<file path="config.mk">
export PLATFORM = sky130hd
export DESIGN_NAME = serial_key_handshake_with_ack_top
export DESIGN_NICKNAME = d
export VERILOG_FILES = /design/src/sv/skh_pkg.sv /design/src/sv/serial_key_handshake_with_ack_top.sv /design/src/sv/skh_cfg.sv /design/src/sv/skh_ctrl.sv
export SDC_FILE = /design/constraint.sdc
export NUM_CORES = 1
export LEC_CHECK = 0
export ABC_AREA = 1
export BUFFER_PORTS_ARGS = -buffer_cell sky130_fd_sc_hd__clkbuf_2
export CORE_ASPECT_RATIO = 2
export CORE_MARGIN = 5
export CORE_UTILIZATION = 30
export CTS_CLUSTER_DIAMETER = 150
export DETAILED_ROUTE_END_ITERATION = 10
export HOLD_SLACK_MARGIN = 0.12
export PLACE_DENSITY = 0.44
export SYNTH_ARGS = -nofsm -noshare
export SYNTH_HDL_FRONTEND = slang
export SYNTH_HIERARCHICAL = 1
export SYNTH_SLANG_ARGS = --single-unit
</file>
<file path="constraint.sdc">
create_clock -name i_clk -period 6.4 [get_ports i_clk]
set_clock_uncertainty 0.05 [all_clocks]
set_input_delay 0.64 -clock i_clk [delete_from_list [all_inputs] [get_ports i_clk]]
set_output_delay 0.64 -clock i_clk [all_outputs]
set_load 0.005 [all_outputs]
</file>
<file path="src/sv/skh_pkg.sv">
// shared types and constants for the serial key handshake block
`default_nettype none

package skh_pkg;

    // bits shifted out per attempt, msb first
    localparam int KEY_WIDTH = 16;
    localparam int BIT_POS_W = 5;
    localparam logic [BIT_POS_W-1:0] KEY_MSB_POS = BIT_POS_W'(KEY_WIDTH - 1);

    localparam int CFG_IDX_W  = 3;
    localparam int CFG_DATA_W = 20;

    typedef enum logic [CFG_IDX_W-1:0] {
        CFG_KEY_VALUE     = 3'd0,
        CFG_CLOCK_LOW     = 3'd1,
        CFG_CLOCK_HIGH    = 3'd2,
        CFG_PAD_HIGH      = 3'd3,
        CFG_PAD_LOW       = 3'd4,
        CFG_ACK_LOW       = 3'd5,
        CFG_ACK_TIMEOUT   = 3'd6,
        CFG_RETRY_LIMIT   = 3'd7
    } t_cfg_idx;

    typedef enum logic [5:0] {
        PH_IDLE     = 6'b000001,
        PH_CLK_LOW  = 6'b000010,
        PH_CLK_HIGH = 6'b000100,
        PH_PAD_HIGH = 6'b001000,
        PH_PAD_LOW  = 6'b010000,
        PH_LISTEN   = 6'b100000
    } t_phase;

    typedef struct packed {
        logic start_req;
        logic data_line_level;
        logic clock_line_level;
    } t_in;

    typedef struct packed {
        logic data_drive;
        logic clock_drive;
        logic drive_enable;
        logic busy_res;
        logic done_res;
        logic success;
    } t_out;

    typedef struct packed {
        logic [15:0] key_value;
        logic [15:0] clock_low_ticks;
        logic [15:0] clock_high_ticks;
        logic [15:0] pad_high_ticks;
        logic [15:0] pad_low_ticks;
        logic [15:0] ack_low_ticks;
        logic [19:0] ack_timeout_ticks;
        logic [7:0]  retry_limit;
    } t_cfg;

endpackage

`default_nettype wire

</file>
<file path="src/sv/serial_key_handshake_with_ack_top.sv">
// top level: input register, sequencer, result register and config port
`default_nettype none

// Each input transaction is one time-base tick and yields exactly one result
// transaction. A tick is taken into an input register, processed
// combinationally by the sequencer and written to a result register, so one
// tick per clock is sustained while the output side does not stall; the
// sequencer state updates only when a tick moves into the result register.
// The user must write configuration registers through the plain write port only
// while no run is in progress and no transaction is pending; the block does not enforce it.

module serial_key_handshake_with_ack_top import skh_pkg::*; (
    input  wire logic                  i_clk,
    input  wire logic                  i_rst_n,
    input  wire logic                  i_in_valid,
    output logic                       o_in_stall,
    input  wire t_in                   i_in_data,
    output logic                       o_out_valid,
    input  wire logic                  i_out_stall,
    output t_out                       o_out_data,
    input  wire logic                  i_cfg_we,
    input  wire logic [CFG_IDX_W-1:0]  i_cfg_idx,
    input  wire logic [CFG_DATA_W-1:0] i_cfg_wdata
);

    logic r_in_valid, n_in_valid;
    t_in  r_in_data;
    logic r_out_valid, n_out_valid;
    t_out r_out_data;
    t_cfg cfg;
    t_out step_res;
    logic advance;

    assign advance    = r_in_valid && (!r_out_valid || !i_out_stall);
    assign o_in_stall = r_in_valid && !advance;

    assign n_in_valid  = (i_in_valid && !o_in_stall) || (r_in_valid && !advance);
    assign n_out_valid = advance || (r_out_valid && i_out_stall);

    skh_cfg u_cfg (
        .i_clk       (i_clk),
        .i_rst_n     (i_rst_n),
        .i_cfg_we    (i_cfg_we),
        .i_cfg_idx   (i_cfg_idx),
        .i_cfg_wdata (i_cfg_wdata),
        .o_cfg       (cfg)
    );

    skh_ctrl u_ctrl (
        .i_clk   (i_clk),
        .i_rst_n (i_rst_n),
        .i_step  (advance),
        .i_item  (r_in_data),
        .i_cfg   (cfg),
        .o_res   (step_res)
    );

    always_ff @(posedge i_clk) begin
        if (!i_rst_n) begin
            r_in_valid  <= 1'b0;
            r_out_valid <= 1'b0;
        end else begin
            r_in_valid  <= n_in_valid;
            r_out_valid <= n_out_valid;
        end
    end

    always_ff @(posedge i_clk) begin
        if (i_in_valid && !o_in_stall) begin
            r_in_data <= i_in_data;
        end
        if (advance) begin
            r_out_data <= step_res;
        end
    end

    assign o_out_valid = r_out_valid;
    assign o_out_data  = r_out_data;

    a_success_needs_done: assert property (@(posedge i_clk) disable iff (!i_rst_n)
        o_out_valid && !o_out_data.done_res |-> !o_out_data.success)
        else $error("success without done");

    a_drive_needs_busy: assert property (@(posedge i_clk) disable iff (!i_rst_n)
        o_out_valid && o_out_data.drive_enable |-> o_out_data.busy_res)
        else $error("lines driven outside a run");

    a_released_lines_zero: assert property (@(posedge i_clk) disable iff (!i_rst_n)
        o_out_valid && !o_out_data.drive_enable
            |-> !o_out_data.data_drive && !o_out_data.clock_drive)
        else $error("drive values set while lines released");

    a_stall_only_when_full: assert property (@(posedge i_clk) disable iff (!i_rst_n)
        o_in_stall |-> r_in_valid && r_out_valid && i_out_stall)
        else $error("input stalled with room in the pipeline");

endmodule

`default_nettype wire

</file>
<file path="src/sv/skh_cfg.sv">
// configuration register file
`default_nettype none

module skh_cfg import skh_pkg::*; (
    input  wire logic                  i_clk,
    input  wire logic                  i_rst_n,
    input  wire logic                  i_cfg_we,
    input  wire logic [CFG_IDX_W-1:0]  i_cfg_idx,
    input  wire logic [CFG_DATA_W-1:0] i_cfg_wdata,
    output t_cfg                       o_cfg
);

    t_cfg r_cfg;
    t_cfg n_cfg;

    always_comb begin
        n_cfg = r_cfg;
        if (i_cfg_we) begin
            unique case (t_cfg_idx'(i_cfg_idx))
                CFG_KEY_VALUE:   n_cfg.key_value         = i_cfg_wdata[15:0];
                CFG_CLOCK_LOW:   n_cfg.clock_low_ticks   = i_cfg_wdata[15:0];
                CFG_CLOCK_HIGH:  n_cfg.clock_high_ticks  = i_cfg_wdata[15:0];
                CFG_PAD_HIGH:    n_cfg.pad_high_ticks    = i_cfg_wdata[15:0];
                CFG_PAD_LOW:     n_cfg.pad_low_ticks     = i_cfg_wdata[15:0];
                CFG_ACK_LOW:     n_cfg.ack_low_ticks     = i_cfg_wdata[15:0];
                CFG_ACK_TIMEOUT: n_cfg.ack_timeout_ticks = i_cfg_wdata[19:0];
                CFG_RETRY_LIMIT: n_cfg.retry_limit       = i_cfg_wdata[7:0];
                default:         n_cfg = r_cfg;
            endcase
        end
    end

    always_ff @(posedge i_clk) begin
        if (!i_rst_n) begin
            r_cfg.key_value         <= 16'd5871;
            r_cfg.clock_low_ticks   <= 16'd1;
            r_cfg.clock_high_ticks  <= 16'd1;
            r_cfg.pad_high_ticks    <= 16'd11;
            r_cfg.pad_low_ticks     <= 16'd7;
            r_cfg.ack_low_ticks     <= 16'd10;
            r_cfg.ack_timeout_ticks <= 20'd1000;
            r_cfg.retry_limit       <= 8'd10;
        end else begin
            r_cfg <= n_cfg;
        end
    end

    assign o_cfg = r_cfg;

endmodule

`default_nettype wire

</file>
<file path="src/sv/skh_ctrl.sv">
// handshake sequencer: phase state, timers and one tick of line control
`default_nettype none

module skh_ctrl import skh_pkg::*; (
    input  wire logic i_clk,
    input  wire logic i_rst_n,
    input  wire logic i_step,
    input  wire t_in  i_item,
    input  wire t_cfg i_cfg,
    output t_out      o_res
);

    t_phase               r_phase, n_phase;
    logic [BIT_POS_W-1:0] r_bit_pos, n_bit_pos;
    logic [15:0]          r_phase_timer, n_phase_timer;
    logic [15:0]          r_low_run, n_low_run;
    logic [19:0]          r_listen_timer, n_listen_timer;
    logic [7:0]           r_attempts, n_attempts;

    always_comb begin
        logic                 start;
        t_phase               ph;
        logic [BIT_POS_W-1:0] bp;
        logic [15:0]          pt;
        logic [15:0]          pt_inc;
        logic [15:0]          len;
        logic [15:0]          len_eff;
        logic                 phase_end;
        logic                 key_bit;
        logic [15:0]          lr;
        logic [15:0]          ack_eff;
        logic [19:0]          lt;
        logic [19:0]          tmo_eff;
        logic [7:0]           att;
        logic [7:0]           lim_eff;
        logic                 acked;

        start = (r_phase == PH_IDLE) && i_item.start_req;
        ph    = start ? PH_CLK_LOW : r_phase;
        bp    = start ? KEY_MSB_POS : r_bit_pos;
        pt    = start ? 16'd0 : r_phase_timer;
        att   = start ? 8'd0 : r_attempts;

        n_phase        = ph;
        n_bit_pos      = bp;
        n_phase_timer  = pt;
        n_low_run      = r_low_run;
        n_listen_timer = r_listen_timer;
        n_attempts     = att;
        o_res          = '0;

        // key register is 16 bits, higher positions shift out zero
        key_bit = bp[4] ? 1'b0 : i_cfg.key_value[bp[3:0]];

        unique case (ph)
            PH_CLK_LOW:  len = i_cfg.clock_low_ticks;
            PH_CLK_HIGH: len = i_cfg.clock_high_ticks;
            PH_PAD_HIGH: len = i_cfg.pad_high_ticks;
            PH_PAD_LOW:  len = i_cfg.pad_low_ticks;
            default:     len = 16'd1;
        endcase
        len_eff   = (len == 16'd0) ? 16'd1 : len;
        pt_inc    = pt + 16'd1;
        phase_end = (pt_inc >= len_eff) || (pt_inc == 16'd0);

        ack_eff = (i_cfg.ack_low_ticks == 16'd0) ? 16'd1 : i_cfg.ack_low_ticks;
        tmo_eff = (i_cfg.ack_timeout_ticks == 20'd0) ? 20'd1 : i_cfg.ack_timeout_ticks;
        lim_eff = (i_cfg.retry_limit == 8'd0) ? 8'd1 : i_cfg.retry_limit;

        lr    = 16'd0;
        lt    = 20'd0;
        acked = 1'b0;

        unique case (ph)
            PH_CLK_LOW, PH_CLK_HIGH, PH_PAD_HIGH, PH_PAD_LOW: begin
                o_res.data_drive   = key_bit;
                o_res.clock_drive  = (ph == PH_CLK_HIGH) || (ph == PH_PAD_HIGH);
                o_res.drive_enable = 1'b1;
                o_res.busy_res     = 1'b1;
                n_phase_timer      = phase_end ? 16'd0 : pt_inc;
                if (phase_end) begin
                    unique case (ph)
                        PH_CLK_LOW: n_phase = PH_CLK_HIGH;
                        PH_CLK_HIGH: begin
                            if (bp == '0) begin
                                n_phase = PH_PAD_HIGH;
                            end else begin
                                n_bit_pos = bp - 1'b1;
                                n_phase   = PH_CLK_LOW;
                            end
                        end
                        PH_PAD_HIGH: n_phase = PH_PAD_LOW;
                        default: begin
                            n_phase        = PH_LISTEN;
                            n_listen_timer = 20'd0;
                            n_low_run      = 16'd0;
                        end
                    endcase
                end
            end
            PH_LISTEN: begin
                o_res.busy_res = 1'b1;
                if (!i_item.data_line_level && !i_item.clock_line_level) begin
                    lr    = (r_low_run != 16'hFFFF) ? r_low_run + 16'd1 : r_low_run;
                    acked = (lr >= ack_eff);
                end
                n_low_run = lr;
                if (acked) begin
                    o_res.done_res = 1'b1;
                    o_res.success  = 1'b1;
                    n_phase        = PH_IDLE;
                end else begin
                    lt             = r_listen_timer + 20'd1;
                    n_listen_timer = lt;
                    if ((lt >= tmo_eff) || (lt == 20'd0)) begin
                        // attempt timed out
                        n_listen_timer = 20'd0;
                        n_low_run      = 16'd0;
                        n_attempts     = att + 8'd1;
                        if ((n_attempts >= lim_eff) || (n_attempts == 8'd0)) begin
                            o_res.done_res = 1'b1;
                            n_phase        = PH_IDLE;
                        end else begin
                            n_phase       = PH_CLK_LOW;
                            n_bit_pos     = KEY_MSB_POS;
                            n_phase_timer = 16'd0;
                        end
                    end
                end
            end
            default: n_phase = PH_IDLE;
        endcase
    end

    always_ff @(posedge i_clk) begin
        if (!i_rst_n) begin
            r_phase        <= PH_IDLE;
            r_bit_pos      <= '0;
            r_phase_timer  <= '0;
            r_low_run      <= '0;
            r_listen_timer <= '0;
            r_attempts     <= '0;
        end else if (i_step) begin
            r_phase        <= n_phase;
            r_bit_pos      <= n_bit_pos;
            r_phase_timer  <= n_phase_timer;
            r_low_run      <= n_low_run;
            r_listen_timer <= n_listen_timer;
            r_attempts     <= n_attempts;
        end
    end

endmodule

`default_nettype wire

</file>
# == Word-level counts from Yosys, hierarchy flattened ==
# Cells that the tools add are included.
# totals
mem_bits_rw,0
memories,0
rom_bits,0
wordCells,149
latchBits,0
reg_bits,206
output_inout_bits,8
# op_classes
n_bitwise,1
n_addsub,5
order_cmp,5
n_div,0
shift,0
multipliers,0
eq_ne,17
n_reduce_logical,43
n_mux,53
# ops
cell,n
16-bit two-way mux,13
20-bit two-way mux,5
16-bit one-hot mux with 2 select lines,2
16-bit one-hot mux with 4 select lines,1
16-bit logical NOT,3
20-bit logical NOT,2
8-bit two-way mux,5
20-bit one-hot mux with 2 select lines,1
5-bit two-way mux,7
"16-bit by 1-bit adder with 16-bit output, second input constant",2
16-bit >= comparator,2
6-bit two-way mux,4
"20-bit by 1-bit adder with 20-bit output, second input constant",1
20-bit >= comparator,1
6-bit one-hot mux with 3 select lines,1
8-bit logical NOT,2
"16-bit != test, second input constant",1
2-bit AND reduction,8
"3-bit == test, second input constant",4
6-bit one-hot mux with 2 select lines,1
5-bit one-hot mux with 2 select lines,1
1-bit two-way mux,9
"8-bit by 1-bit adder with 8-bit output, second input constant",1
8-bit >= comparator,1
28 further kinds,46

# == Depth between registers and ports, before layout ==
# logic_depth
depth_word,11
ltp_mapped,29

# == Modules after synthesis ==
# Netlist, hierarchy kept.
# modules_own_cells
mod,area_per_inst_um2,instances,cells_per_inst
skh_ctrl,7803.7,1,1333
skh_cfg,4875.9,1,685
serial_key_handshake_with_ack_top,365.4,1,22

# == Worst setup path before layout ==
# Ideal clock, no wire load.
# synth_timing
path_type,flip-flop to flip-flop
start,register u_ctrl.r_phase[4]
end,register u_ctrl.r_low_run[3]
setup_time_ns,0.070
required_ns,6.280
path_slack_ns,2.436
path_stages_with_launch,28
arrival_ns,3.843
path_cell_list,dfxtp_1 > nor2_4 > nand2_4 > nor2_8 > buf_6 > nor2_2 > nor3_4 > clkbuf_1 > a21oi_1 > nand4_1 > or2_2 > o31ai_1 > ha_1 > inv_1 > a21oi_1 > o21ai_0 > nand2_1 > o311ai_0 > nand2_1 > nand2_1 > a31oi_1 > nand2_4 > nand2_4 > nand2_4 > nand2_4 > buf_6 > nand2_1 > a21oi_1
# synth_via
elab_chain_cells,11
word_cells_on_any_way,23
# synth_rtl
element,line_no,source
"start, declared",skh_ctrl.sv:13,"t_phase r_phase, n_phase;"
"start signal, assigned",skh_ctrl.sv:144,r_phase <= n_phase;
6-bit by 1-bit == test with 1-bit output,skh_ctrl.sv:38,start = (r_phase == PH_IDLE) && i_item.start_req;
1-bit logical AND,skh_ctrl.sv:38,
6-bit two-way mux,skh_ctrl.sv:39,ph = start ? PH_CLK_LOW : r_phase;
"6-bit by 5-bit == test with 1-bit output, or another cell as far along","skh_ctrl.sv:55, skh_ctrl.sv:74",
16-bit one-hot mux with 4 select lines,skh_ctrl.sv:55,unique case (ph)
16-bit logical NOT,skh_ctrl.sv:62,len_eff = (len == 16'd0) ? 16'd1 : len;
16-bit two-way mux,skh_ctrl.sv:62,
16-bit >= comparator,skh_ctrl.sv:64,phase_end = (pt_inc >= len_eff) || (pt_inc == 16'd0);
1-bit logical OR,skh_ctrl.sv:64,
2-bit by 1-bit != test with 1-bit output (no source line),-,
4-bit AND reduction (no source line),-,
"end signal, assigned",skh_ctrl.sv:147,r_low_run <= n_low_run;
"end, declared",skh_ctrl.sv:16,"logic [15:0] r_low_run, n_low_run;"
# Parallel ways exist; a longest one is shown, timed or not.
# A chain may end at the register's enable or synchronous reset.

# == Worst setup path after layout ==
# layout_timing
start,register u_ctrl.r_phase[4]
end,register u_ctrl.r_listen_timer[13]
# layout_via
elab_chain_cells,11
word_cells_on_any_way,24
# layout_rtl
element,line_no,source
6-bit by 1-bit == test with 1-bit output,skh_ctrl.sv:38,
1-bit logical AND,skh_ctrl.sv:38,
6-bit two-way mux,skh_ctrl.sv:39,
"6-bit by 5-bit == test with 1-bit output, or another cell as far along","skh_ctrl.sv:55, skh_ctrl.sv:74",
16-bit one-hot mux with 4 select lines,skh_ctrl.sv:55,
16-bit logical NOT,skh_ctrl.sv:62,
16-bit two-way mux,skh_ctrl.sv:62,
16-bit >= comparator,skh_ctrl.sv:64,
1-bit logical OR,skh_ctrl.sv:64,
2-bit by 1-bit != test with 1-bit output (no source line),-,
5-bit AND reduction (no source line),-,
"end signal, assigned",skh_ctrl.sv:148,r_listen_timer <= n_listen_timer;
"end, declared",skh_ctrl.sv:17,"logic [19:0] r_listen_timer, n_listen_timer;"
# Parallel ways exist; a longest one is shown, timed or not.

==> impl_metrics.xml <==
<?xml version="1.0" encoding="UTF-8"?>
<metrics>
  <group name="run_status">
    <metric name="result_of_the_run" unit="">finished, final reports clean</metric>
  </group>
  <group name="timing">
    <metric name="final_hold_viol_count" unit="">0</metric>
    <metric name="setup_violations" unit="">0</metric>
    <metric name="timing.slew.headroom" unit="%">25.6</metric>
    <metric name="fin_crit" unit="ns">4.93</metric>
    <metric name="achievable-frequency" unit="MHz">203</metric>
    <metric name="grt_setup_unrepaired" unit="">no</metric>
    <metric name="timing.setup.tns" unit="ns">0</metric>
    <metric name="fin_crit_sh" unit="%">77.0</metric>
    <metric name="slew_viol_final" unit="">0</metric>
    <metric name="worstMarginPinSlew" unit="ns">1.11</metric>
  </group>
  <group name="synthesis">
    <metric name="edff_count_synth" unit="">9</metric>
    <metric name="synth_sequential_area_ratio" unit="%">32.3</metric>
    <metric name="yosys-top-cells-area" unit="">sky130_fd_sc_hd__dfxtp_1, sky130_fd_sc_hd__nand2_1, sky130_fd_sc_hd__nor2_1</metric>
    <metric name="synth.avg_cell_area" unit="sq um">6.39</metric>
    <metric name="synth.cell_area" unit="sq mm">0.0130</metric>
    <metric name="synthTopCellsByCount" unit="">sky130_fd_sc_hd__nand2_1, sky130_fd_sc_hd__nor2_1, sky130_fd_sc_hd__inv_1</metric>
    <metric name="synthesis.yosys.warnings" unit="">6</metric>
    <metric name="synth_largest_type_area_fraction" unit="%">30.2</metric>
    <metric name="synthesized_netlist_cell_count" unit="">2040</metric>
    <metric name="postSynth.topFlopCell" unit="">sky130_fd_sc_hd__dfxtp_1</metric>
    <metric name="synth_seq_cells" unit="">206</metric>
    <metric name="post-synth-top-count-cell" unit="">sky130_fd_sc_hd__nand2_1</metric>
    <metric name="asr_flop_ratio_synth" unit="%">0</metric>
    <metric name="synthDominantAreaCellType" unit="">sky130_fd_sc_hd__dfxtp_1</metric>
    <metric name="netlist-cell-type-count" unit="">50</metric>
    <metric name="postSynthNetCount" unit="">2137</metric>
  </group>
  <group name="clock_network">
    <metric name="post-cts-setup-buffers" unit="">0</metric>
    <metric name="cts_inserted_buffers" unit="">23</metric>
    <metric name="tritoncts" unit="">built</metric>
    <metric name="clkTransAtPathRegs" unit="ns">0.06</metric>
    <metric name="cts_resized" unit="">0</metric>
    <metric name="hold_buffers" unit="">0</metric>
    <metric name="htreeDepth" unit="">1</metric>
    <metric name="clock-sinks" unit="">206</metric>
    <metric name="clkLatencyLatePin" unit="ns">0.53</metric>
    <metric name="clock_path_buffers" unit="">3</metric>
    <metric name="cts_root_buffer" unit="">sky130_fd_sc_hd__clkbuf_16</metric>
  </group>
  <group name="setup_path">
    <metric name="crit_path_end" unit="">u_ctrl/r_listen_timer[13]</metric>
    <metric name="critical_path_peak_fanout" unit="">40</metric>
    <metric name="endpoint_of_the_most_critical_register_to_register_path" unit="">u_ctrl/r_listen_timer[13]</metric>
    <metric name="path_class" unit="">register to register</metric>
    <metric name="reg2regPathDepth" unit="">24</metric>
    <metric name="crit_path_end_kind" unit="">register</metric>
    <metric name="worstPathArrival" unit="ns">5.29</metric>
    <metric name="worst_r2r_startpoint" unit="">u_ctrl/r_phase[4]</metric>
    <metric name="timing.critical_path.from_type" unit="">register</metric>
    <metric name="critPathRequiredTime" unit="ns">6.76</metric>
    <metric name="timing.critical_path.from" unit="">u_ctrl/r_phase[4]</metric>
    <metric name="timing.reg2reg.setup_slack" unit="ns">1.47</metric>
  </group>
  <group name="global_routing">
    <metric name="grt_first_pass_wirelength" unit="um">69800</metric>
    <metric name="grt_overflow" unit="">0</metric>
    <metric name="global_route.usage.total" unit="%">18.5</metric>
    <metric name="first_global_vias" unit="">12400</metric>
    <metric name="antenna_found_initial" unit="">0</metric>
    <metric name="grt_max_degree" unit="">79</metric>
  </group>
  <group name="place">
    <metric name="place.gp.congestion" unit="">0.822</metric>
    <metric name="placed_cells_incl_taps" unit="">2555</metric>
    <metric name="hpwlAfterDp" unit="um">33300</metric>
    <metric name="io_buffers" unit="">38</metric>
  </group>
  <group name="finish">
    <metric name="net_total_in_the_final_layout" unit="">2127</metric>
    <metric name="seqCellArea" unit="sq mm">0.00421</metric>
    <metric name="multi_input_area" unit="sq mm">0.00743</metric>
    <metric name="area_added_between_synthesis_and_finish" unit="%">9.43</metric>
    <metric name="fill_cells" unit="">4791</metric>
    <metric name="instances_no_fill" unit="">2594</metric>
    <metric name="antenna-diode-count" unit="">0</metric>
    <metric name="layout_cell_share_with_drive_strength_beyond_1" unit="%">6.75</metric>
  </group>
  <group name="route">
    <metric name="drt_iter0_markers" unit="">859</metric>
    <metric name="antenna_violating_nets_post_route" unit="">0</metric>
    <metric name="via_count" unit="">12800</metric>
    <metric name="route.detailed.wl_per_inst" unit="um">17.5</metric>
    <metric name="avgViaCountPerCell" unit="">4.94</metric>
    <metric name="route.detailed.drc" unit="">0</metric>
    <metric name="detail_route.wirelength" unit="um">45300</metric>
    <metric name="detail_route.first_pass.iterations" unit="">7</metric>
  </group>
  <group name="die">
    <metric name="io_pins" unit="">39</metric>
    <metric name="fp.dieArea" unit="sq mm">0.0480</metric>
    <metric name="die_width" unit="um">157</metric>
    <metric name="design.core.area" unit="sq mm">0.0432</metric>
    <metric name="die_height" unit="um">305</metric>
    <metric name="placement_rows" unit="">108</metric>
    <metric name="initial_cell_density_of_the_core" unit="%">30.2</metric>
  </group>
  <group name="power">
    <metric name="fin_total_pwr" unit="uW">3210</metric>
    <metric name="power.static_leakage" unit="uW">0.00653</metric>
    <metric name="vdd_ir_drop_max" unit="mV">0.176</metric>
    <metric name="cellPowerDensity" unit="mW/mm^2">225</metric>
  </group>
  <group name="flow_run">
    <metric name="maxCapViolCount" unit="">0</metric>
  </group>
  <group name="worst_hold_path">
    <metric name="timing.hold.worst.class" unit="">input port to register</metric>
  </group>
</metrics>
## registers in the layout (all words and copies together) (netlist names)
register and cells:
u_ctrl/r_listen_timer 20, u_ctrl/r_phase 6, r_in_data 3, u_cfg/o_cfg 124
r_in_valid 1, o_out_valid 1, u_ctrl/r_phase_timer 16, o_out_data 6
u_ctrl/r_attempts 8, u_ctrl/r_bit_pos 5, u_ctrl/r_low_run 16
## cell type report
class                           count  share of cell area [%]
Clock buffer                       33                    4.58
Clock inverter                      6                   0.386
Inverter                          260                    6.84
Multi-Input combinational cell   1493                    52.1
Sequential cell                   206                    29.5
Tap cell                          550                    4.82
Timing Repair Buffer               46                    1.77
## stage by stage
step | area [sq um] | worst slack (ns) | hold WS (ns) | utilization [%]
after global placement | 13600 | 1.45 | 0.399 | 31.4
after CTS | 14300 | 1.38 | 0.216 | 33.0
after detailed placement | 13600 | 1.43 | 0.400 | 31.4
after floorplan | 13000 | 2.44 | 0.379 | -
after global routing | 14300 | 0.871 | 0.223 | 33.0
final | 14300 | 1.47 | 0.242 | 33.0
## cells in the final DEF, fill, tap and decap left out, types with 37 or more instances in the layout
master	n
sky130_fd_sc_hd__nand2_1	525
sky130_fd_sc_hd__nor2_1	324
sky130_fd_sc_hd__inv_1	248
sky130_fd_sc_hd__dfxtp_1	197
sky130_fd_sc_hd__nand3_1	197
sky130_fd_sc_hd__a21oi_1	121
sky130_fd_sc_hd__ha_1	66
sky130_fd_sc_hd__nand4_1	65
sky130_fd_sc_hd__o21ai_0	51
sky130_fd_sc_hd__clkbuf_2	37
## worst max-delay path, stage by stage (launching register included)
cell and delay, ns:
sky130_fd_sc_hd__dfxtp_1 0.35, sky130_fd_sc_hd__nor2_4 0.16, sky130_fd_sc_hd__nand2_4 0.10, sky130_fd_sc_hd__nor2_8 0.42, sky130_fd_sc_hd__nor2_2 0.13, sky130_fd_sc_hd__nor3_4 0.71, sky130_fd_sc_hd__nand2_1 0.11, sky130_fd_sc_hd__nand4_1 0.12
sky130_fd_sc_hd__inv_1 0.09, sky130_fd_sc_hd__nand4_1 0.09, sky130_fd_sc_hd__or2_2 0.12, sky130_fd_sc_hd__o31ai_1 0.06, sky130_fd_sc_hd__ha_1 0.20, sky130_fd_sc_hd__inv_1 0.05, sky130_fd_sc_hd__a21oi_1 0.05, sky130_fd_sc_hd__o21ai_0 0.14
sky130_fd_sc_hd__nand2_1 0.07, sky130_fd_sc_hd__o311ai_0 0.09, sky130_fd_sc_hd__nand2_1 0.08, sky130_fd_sc_hd__nand2_1 0.06, sky130_fd_sc_hd__a31oi_1 0.06, sky130_fd_sc_hd__nand3_2 0.14, sky130_fd_sc_hd__nand4_2 0.82, sky130_fd_sc_hd__a21oi_1 0.44
sky130_fd_sc_hd__nor2_1 0.06
## routing by layer
metal  routed length (um)  up-vias  share of wire, %  global-route usage (%)
met3                 1570       94               3.5                    2.04
met4                 2810        0               6.2                    10.6
met2                23900      267                53                    34.4
li1                     -     6541                 -                       -
met5                    0        -                 0                       0
met1                17000     5904                38                    19.8
## cell families (layout without fill, tap and decap cells)
group	after synthesis	after routing	share of synthesized area [%]
mux	1	1	0.0767
fa+ha+maj	66	66	6.33
xor+xnor	17	17	1.14
simple gates	1190	1190	39.8
compound gates	219	219	9.45
flops	206	206	32.3
buf+inv	341	345	10.9
## worst min-delay path by stage
stage                    startpoint              end  slack, ns  depth (start not counted)
global route           i_in_data[0]     r_in_data[0]       0.22                          1
finish                 i_in_data[1]     r_in_data[1]       0.24                          1
detailed placement  u_cfg/o_cfg[16]  u_cfg/o_cfg[16]       0.40                          2
CTS                    i_in_data[1]     r_in_data[1]       0.22                          1
floorplan           u_cfg/o_cfg[13]  u_cfg/o_cfg[13]       0.38                          2
global placement    u_cfg/o_cfg[13]  u_cfg/o_cfg[13]       0.40                          2
## power breakdown
group	internal (uW)	switching (uW)	leakage, uW	total [uW]
clock	747	567	0.000352	1310
combinational	146	371	0.00449	517
sequential	1340	36.9	0.00169	1380
(Power assumes the default switching activity.)
